==> src/rtl/fbt3_pkg.sv <==
`default_nettype none
// ---------------------------------------------------------------------------
// fbt3_pkg - shared types and constants
// widths, operation codes, sequencer states and the walk step record
// ---------------------------------------------------------------------------
package fbt3_pkg;

    // coordinate width: six input bits plus one carry bit for the upward walk
    localparam int CW           = 7;
    localparam int IN_CW        = 6;
    localparam int VAL_W        = 32;
    localparam int SUM_W        = 64;
    localparam int SIDE_DEFAULT = 32;
    localparam logic [IN_CW-1:0] SIDE_RESET = 6'd32;

    localparam logic OP_SET   = 1'b0;
    localparam logic OP_QUERY = 1'b1;

    typedef enum logic [2:0] {
        ST_CLEAR,
        ST_IDLE,
        ST_SET_RD,
        ST_SET_DELTA,
        ST_PFX_START,
        ST_NODE_RD,
        ST_NODE_UPD,
        ST_FINISH
    } state_t;

    // one step of the three-axis tree walk
    typedef struct packed {
        logic [CW-1:0] i;
        logic [CW-1:0] j;
        logic [CW-1:0] k;
        logic          last;
    } walk_step_t;

endpackage : fbt3_pkg
`default_nettype wire

==> src/rtl/fbt3_walk.sv <==
`default_nettype none
// ---------------------------------------------------------------------------
// fbt3_walk - next node of a three-axis fenwick walk
// upward walk (update) or downward walk (prefix), innermost axis k
// ---------------------------------------------------------------------------
module fbt3_walk (
    input  logic                    up,
    input  logic [fbt3_pkg::CW-1:0] n,
    input  logic [fbt3_pkg::CW-1:0] cur_i,
    input  logic [fbt3_pkg::CW-1:0] cur_j,
    input  logic [fbt3_pkg::CW-1:0] cur_k,
    input  logic [fbt3_pkg::CW-1:0] org_j,
    input  logic [fbt3_pkg::CW-1:0] org_k,
    output fbt3_pkg::walk_step_t    step
);

    function automatic logic [fbt3_pkg::CW-1:0] low_bit(input logic [fbt3_pkg::CW-1:0] v);
        return v & (~v + fbt3_pkg::CW'(1));
    endfunction

    logic [fbt3_pkg::CW-1:0] step_i;
    logic [fbt3_pkg::CW-1:0] step_j;
    logic [fbt3_pkg::CW-1:0] step_k;
    logic                    wrap_i;
    logic                    wrap_j;
    logic                    wrap_k;

    always_comb
    begin
        step_i = up ? (cur_i + low_bit(cur_i)) : (cur_i - low_bit(cur_i));
        step_j = up ? (cur_j + low_bit(cur_j)) : (cur_j - low_bit(cur_j));
        step_k = up ? (cur_k + low_bit(cur_k)) : (cur_k - low_bit(cur_k));
        wrap_i = up ? (step_i > n) : (step_i == '0);
        wrap_j = up ? (step_j > n) : (step_j == '0);
        wrap_k = up ? (step_k > n) : (step_k == '0);

        step.i    = cur_i;
        step.j    = cur_j;
        step.k    = step_k;
        step.last = 1'b0;
        if (wrap_k)
        begin
            step.k = org_k;
            step.j = step_j;
            if (wrap_j)
            begin
                step.j    = org_j;
                step.i    = step_i;
                step.last = wrap_i;
            end
        end
    end

endmodule : fbt3_walk
`default_nettype wire

==> config.mk <==
export PLATFORM = sky130hd
export DESIGN_NAME = fbt3_walk
export DESIGN_NICKNAME = d
export VERILOG_FILES = /design/src/rtl/fbt3_pkg.sv /design/src/rtl/fbt3_walk.sv
export SDC_FILE = /design/constraint.sdc
export NUM_CORES = 1
export LEC_CHECK = 0
export ABC_AREA = 1
export BUFFER_PORTS_ARGS = -buffer_cell sky130_fd_sc_hd__buf_2
export CORE_AREA = 2 2 79 74
export DETAILED_ROUTE_END_ITERATION = 10
export DIE_AREA = 0 0 81 76
export GPL_TIMING_DRIVEN = 0
export PLACE_DENSITY = 0.67
export RECOVER_POWER = 50
export SYNTH_ARGS = -nofsm -noshare
export SYNTH_HDL_FRONTEND = slang
export SYNTH_SLANG_ARGS = --single-unit
==> constraint.sdc <==
create_clock -name vclk -period 6.74
set_input_delay 0.337 -clock vclk [all_inputs]
set_output_delay 0.337 -clock vclk [all_outputs]
set_load 0.01 [all_outputs]
==> summary by stage <==
Routing
The ratio of routed vias to standard cells is around 4.8. The post-detailed-routing wire length is 5570 µm. Once detail routing completed, the nets flagged for antenna violations numbered 0. The DRC marker count from the first detailed-route iteration is approximately 120. After detailed routing, the number of remaining DRC violations is 0.

The total via count after detailed routing is ~2,400. The post-detailed-route wirelength per cell is 11.0 µm. The first detailed-routing pass took 4 iterations.

Run
The total of max-cap violations is 0.

Power and ir drop
The fraction of power spent switching nets is 0.616. The share of total power dissipated in sequential elements is 0. VDD sags by at most between 0.06 and 0.07 mV. The switching power summed over all nets is ~0.18 mW.

The internal portion of the total power is about 0.11 mW. The power share of the clock group is 0. Dividing total power by cell area gives a power density of between 100 and 150 nW/µm². The leakage power summed over all cells is ~1.5 nW. The total power is just under 0.3 mW. The part of the power in combinational logic is 1.000.

Final layout
The layout cell share with drive strength beyond 1 is 0.174. The final net count is about 520. The total area of sequential cells is 0 µm². The number of flip-flops and latches is 0. The layout has 0 clock buffers.

The filler cell count in the final layout is 623. The area overhead of the layout relative to synthesis is 18.5%. The multi-input combinational cells in the finished layout cover a total of between 1500 and 2000 µm².

At the end of the flow the core is filled with cells to 0.452. 0 antenna diodes ended up in the layout.

Setup path
The standard cell with the maximum stage delay on the critical path is sky130_fd_sc_hd__clkbuf_1. Data arrives at the worst endpoint at approximately 4.3 ns. The number of buffers and inverters on the critical path is 6.

STA classifies the critical path endpoint as an output pin. The kind of cell adding the most delay to the critical path is buffers and inverters. The largest stage delay on the critical path is roughly 0.50 ns.

Along the worst path, the maximum fanout reaches 10. STA classifies the critical path startpoint as an input pin. The type of the worst setup path is in2out. The critical path goes through clkbuf_1 -> clkbuf_1 -> a21oi_1 -> ha_1 -> nand2_1 -> inv_2 -> o21ai_0 -> nand4_1 -> nand2_1 -> inv_1 -> ha_1 -> nand4_1 -> nand3_1 -> nand3_1 -> nand2_1 -> clkbuf_1 -> nand3_1 -> nand2_1 -> clkbuf_1. For the worst setup path, the data required time is between 6 and 7 ns.

Yosys
The count of yosys warnings during synthesis is 0. Sorting the synthesized cells by area gives the leading types as sky130_fd_sc_hd__ha_1, sky130_fd_sc_hd__nand2_1, sky130_fd_sc_hd__inv_1. The share of the synthesized area in the top cell type is 0.213. The area of the mapped netlist is between 2000 and 2500 µm². The number of library cell types mapped by synthesis is 32. The post-synthesis cell count is approximately 370. Summed over all instances, the cell type with the most area after synthesis is sky130_fd_sc_hd__ha_1. Averaged over all synthesized cells, the footprint is 5.51 µm². The most numerous cell in the Yosys netlist is sky130_fd_sc_hd__nand2_1. Counting instances in the post-synthesis netlist gives the leading cell types as sky130_fd_sc_hd__nand2_1, sky130_fd_sc_hd__inv_1, sky130_fd_sc_hd__nand3_1. The total nets after synthesis is around 460.

The sequential fraction of the synthesis area is 0.

STA
Setup violations remaining at the end of the flow were counted as 0. Derived from the worst setup path, the maximum achievable clock frequency is about 220 MHz. Headroom to the max-slew limit came out at 0.607. The final critical delay including setup and external delays is 4.65 ns.

The number of max-slew violations in the final report was 0. The count of final hold-check violations is 0. Dividing the final minimum period by the clock period gives 0.689. Setup repair after global routing left no endpoint under its margin. The summed negative setup slack over all endpoints is 0 ns. The transition time at the pin with the least slew margin is 0.590 ns.

GRT
For this run the aggregate overflow at the end of global routing stands at 0. The global-route usage over all layers is 0.182. The via count of the first global-routing pass came to 2,193. The number of antenna violations at the first check in global routing is 0. The maximum number of pins on one net before global-route repair is 11. The first-pass GRT wire length is roughly 9500 µm.

Clock network
The number of setup buffers added after CTS is 0. Gates resized during post-CTS repair numbered 0. Buffers inserted to repair hold after CTS numbered 0.

Floorplanning
The core footprint is 5400 µm². Measured along the y axis, the die boundary spans about 76 µm. The boundary pin count is 65. The initial core utilization is 0.382. The die boundary width is ~81 µm. The number of rows in the core area is 26.

The floorplan step defined a die boundary enclosing a little over 6000 µm².

Place
The half-perimeter wire length of the detailed placement result is 4830 µm. Buffers placed on the I/O ports in this run total 64. The last weighted congestion value of the routability-driven placer is about 0.88.

Worst hold path
The startpoint identified for the worst hold timing path is org_k[2]. The destination of the worst hold path is step[3]. The worst hold-check path type is in2out. The number of instances on the worst hold path is 4.

Run status
The flow ran to the end, and the final reports show no timing, DRC or antenna violations.
## tightest hold or removal path, cell delays in order
cell,delay [ns]
sky130_fd_sc_hd__buf_2,0.08
sky130_fd_sc_hd__nand2_1,0.04
sky130_fd_sc_hd__nand2_1,0.05
sky130_fd_sc_hd__buf_2,0.12
## cells by family after synthesis
logic type / Yosys count / synth area share
AND/OR/NAND/NOR: 204 / 0.454
AO/OA/AOI/OAI: 44 / 0.115
XOR/XNOR: 7 / 0.0298
adder cells (fa/ha/maj): 38 / 0.242
buffers and inverters: 81 / 0.160
## placed cells by master (no fill, tap or decap), types with 3 or more instances in the layout
cell	count
sky130_fd_sc_hd__nand3_1	45
sky130_fd_sc_hd__buf_2	58
sky130_fd_sc_hd__clkbuf_1	9
sky130_fd_sc_hd__nand2_1	110
sky130_fd_sc_hd__a21oi_1	26
sky130_fd_sc_hd__fa_1	3
sky130_fd_sc_hd__nor2_1	20
sky130_fd_sc_hd__nand4_1	10
sky130_fd_sc_hd__ha_1	35
sky130_fd_sc_hd__inv_1	72
sky130_fd_sc_hd__inv_2	4
sky130_fd_sc_hd__o21ai_0	10
sky130_fd_sc_hd__xnor2_1	7
sky130_fd_sc_hd__or2_2	4
sky130_fd_sc_hd__nand3b_1	4
## area by class of cell
class / count / area share
buffer: 5 / 0.0138
inverter: 76 / 0.117
tap: 70 / 0.0359
timing repair buffer: 64 / 0.128
multi-input combinational: 293 / 0.705
## power by group through the flow
stage,Combinational [mW],Clock (mW),Sequential (mW)
after floorplan,0.216,0,0
after global placement,0.298,0,0
after detailed placement,0.303,0,0
after CTS,0.304,0,0
after global routing,0.341,0,0
final,0.297,0,0
## routing by layer
metal / share of wire / global-route usage / vias to the layer above
li1: - / - / 1331
met1: 0.50 / 0.272 / 1052
met2: 0.46 / 0.303 / 45
met3: 0.038 / 0.00118 / 0
met4: 0 / 0.0136 / 0
met5: 0 / 0 / -
## through the flow
stage	instances	hold slack [ns]	cell area (µm²)	setup WS, ns
floorplan	374	0.761	2060	3.29
global placement	508	0.959	2470	2.67
detailed placement	508	0.960	2470	2.66
CTS	508	0.961	2470	2.65
global route	508	0.979	2440	1.75
finish	508	0.964	2440	2.09
## worst max-delay path by stage
stage                  start        to  slack [ns]  cells after the start
CTS                 cur_j[1]  step[14]        2.65                     23
finish                    up  step[10]        2.09                     19
global route              up  step[10]        1.75                     19
global placement    cur_j[1]  step[19]        2.67                     22
floorplan           cur_j[1]   step[0]        3.29                     19
detailed placement  cur_j[1]  step[14]        2.66                     23
No activity file was read; power rests on OpenSTA's default activity.
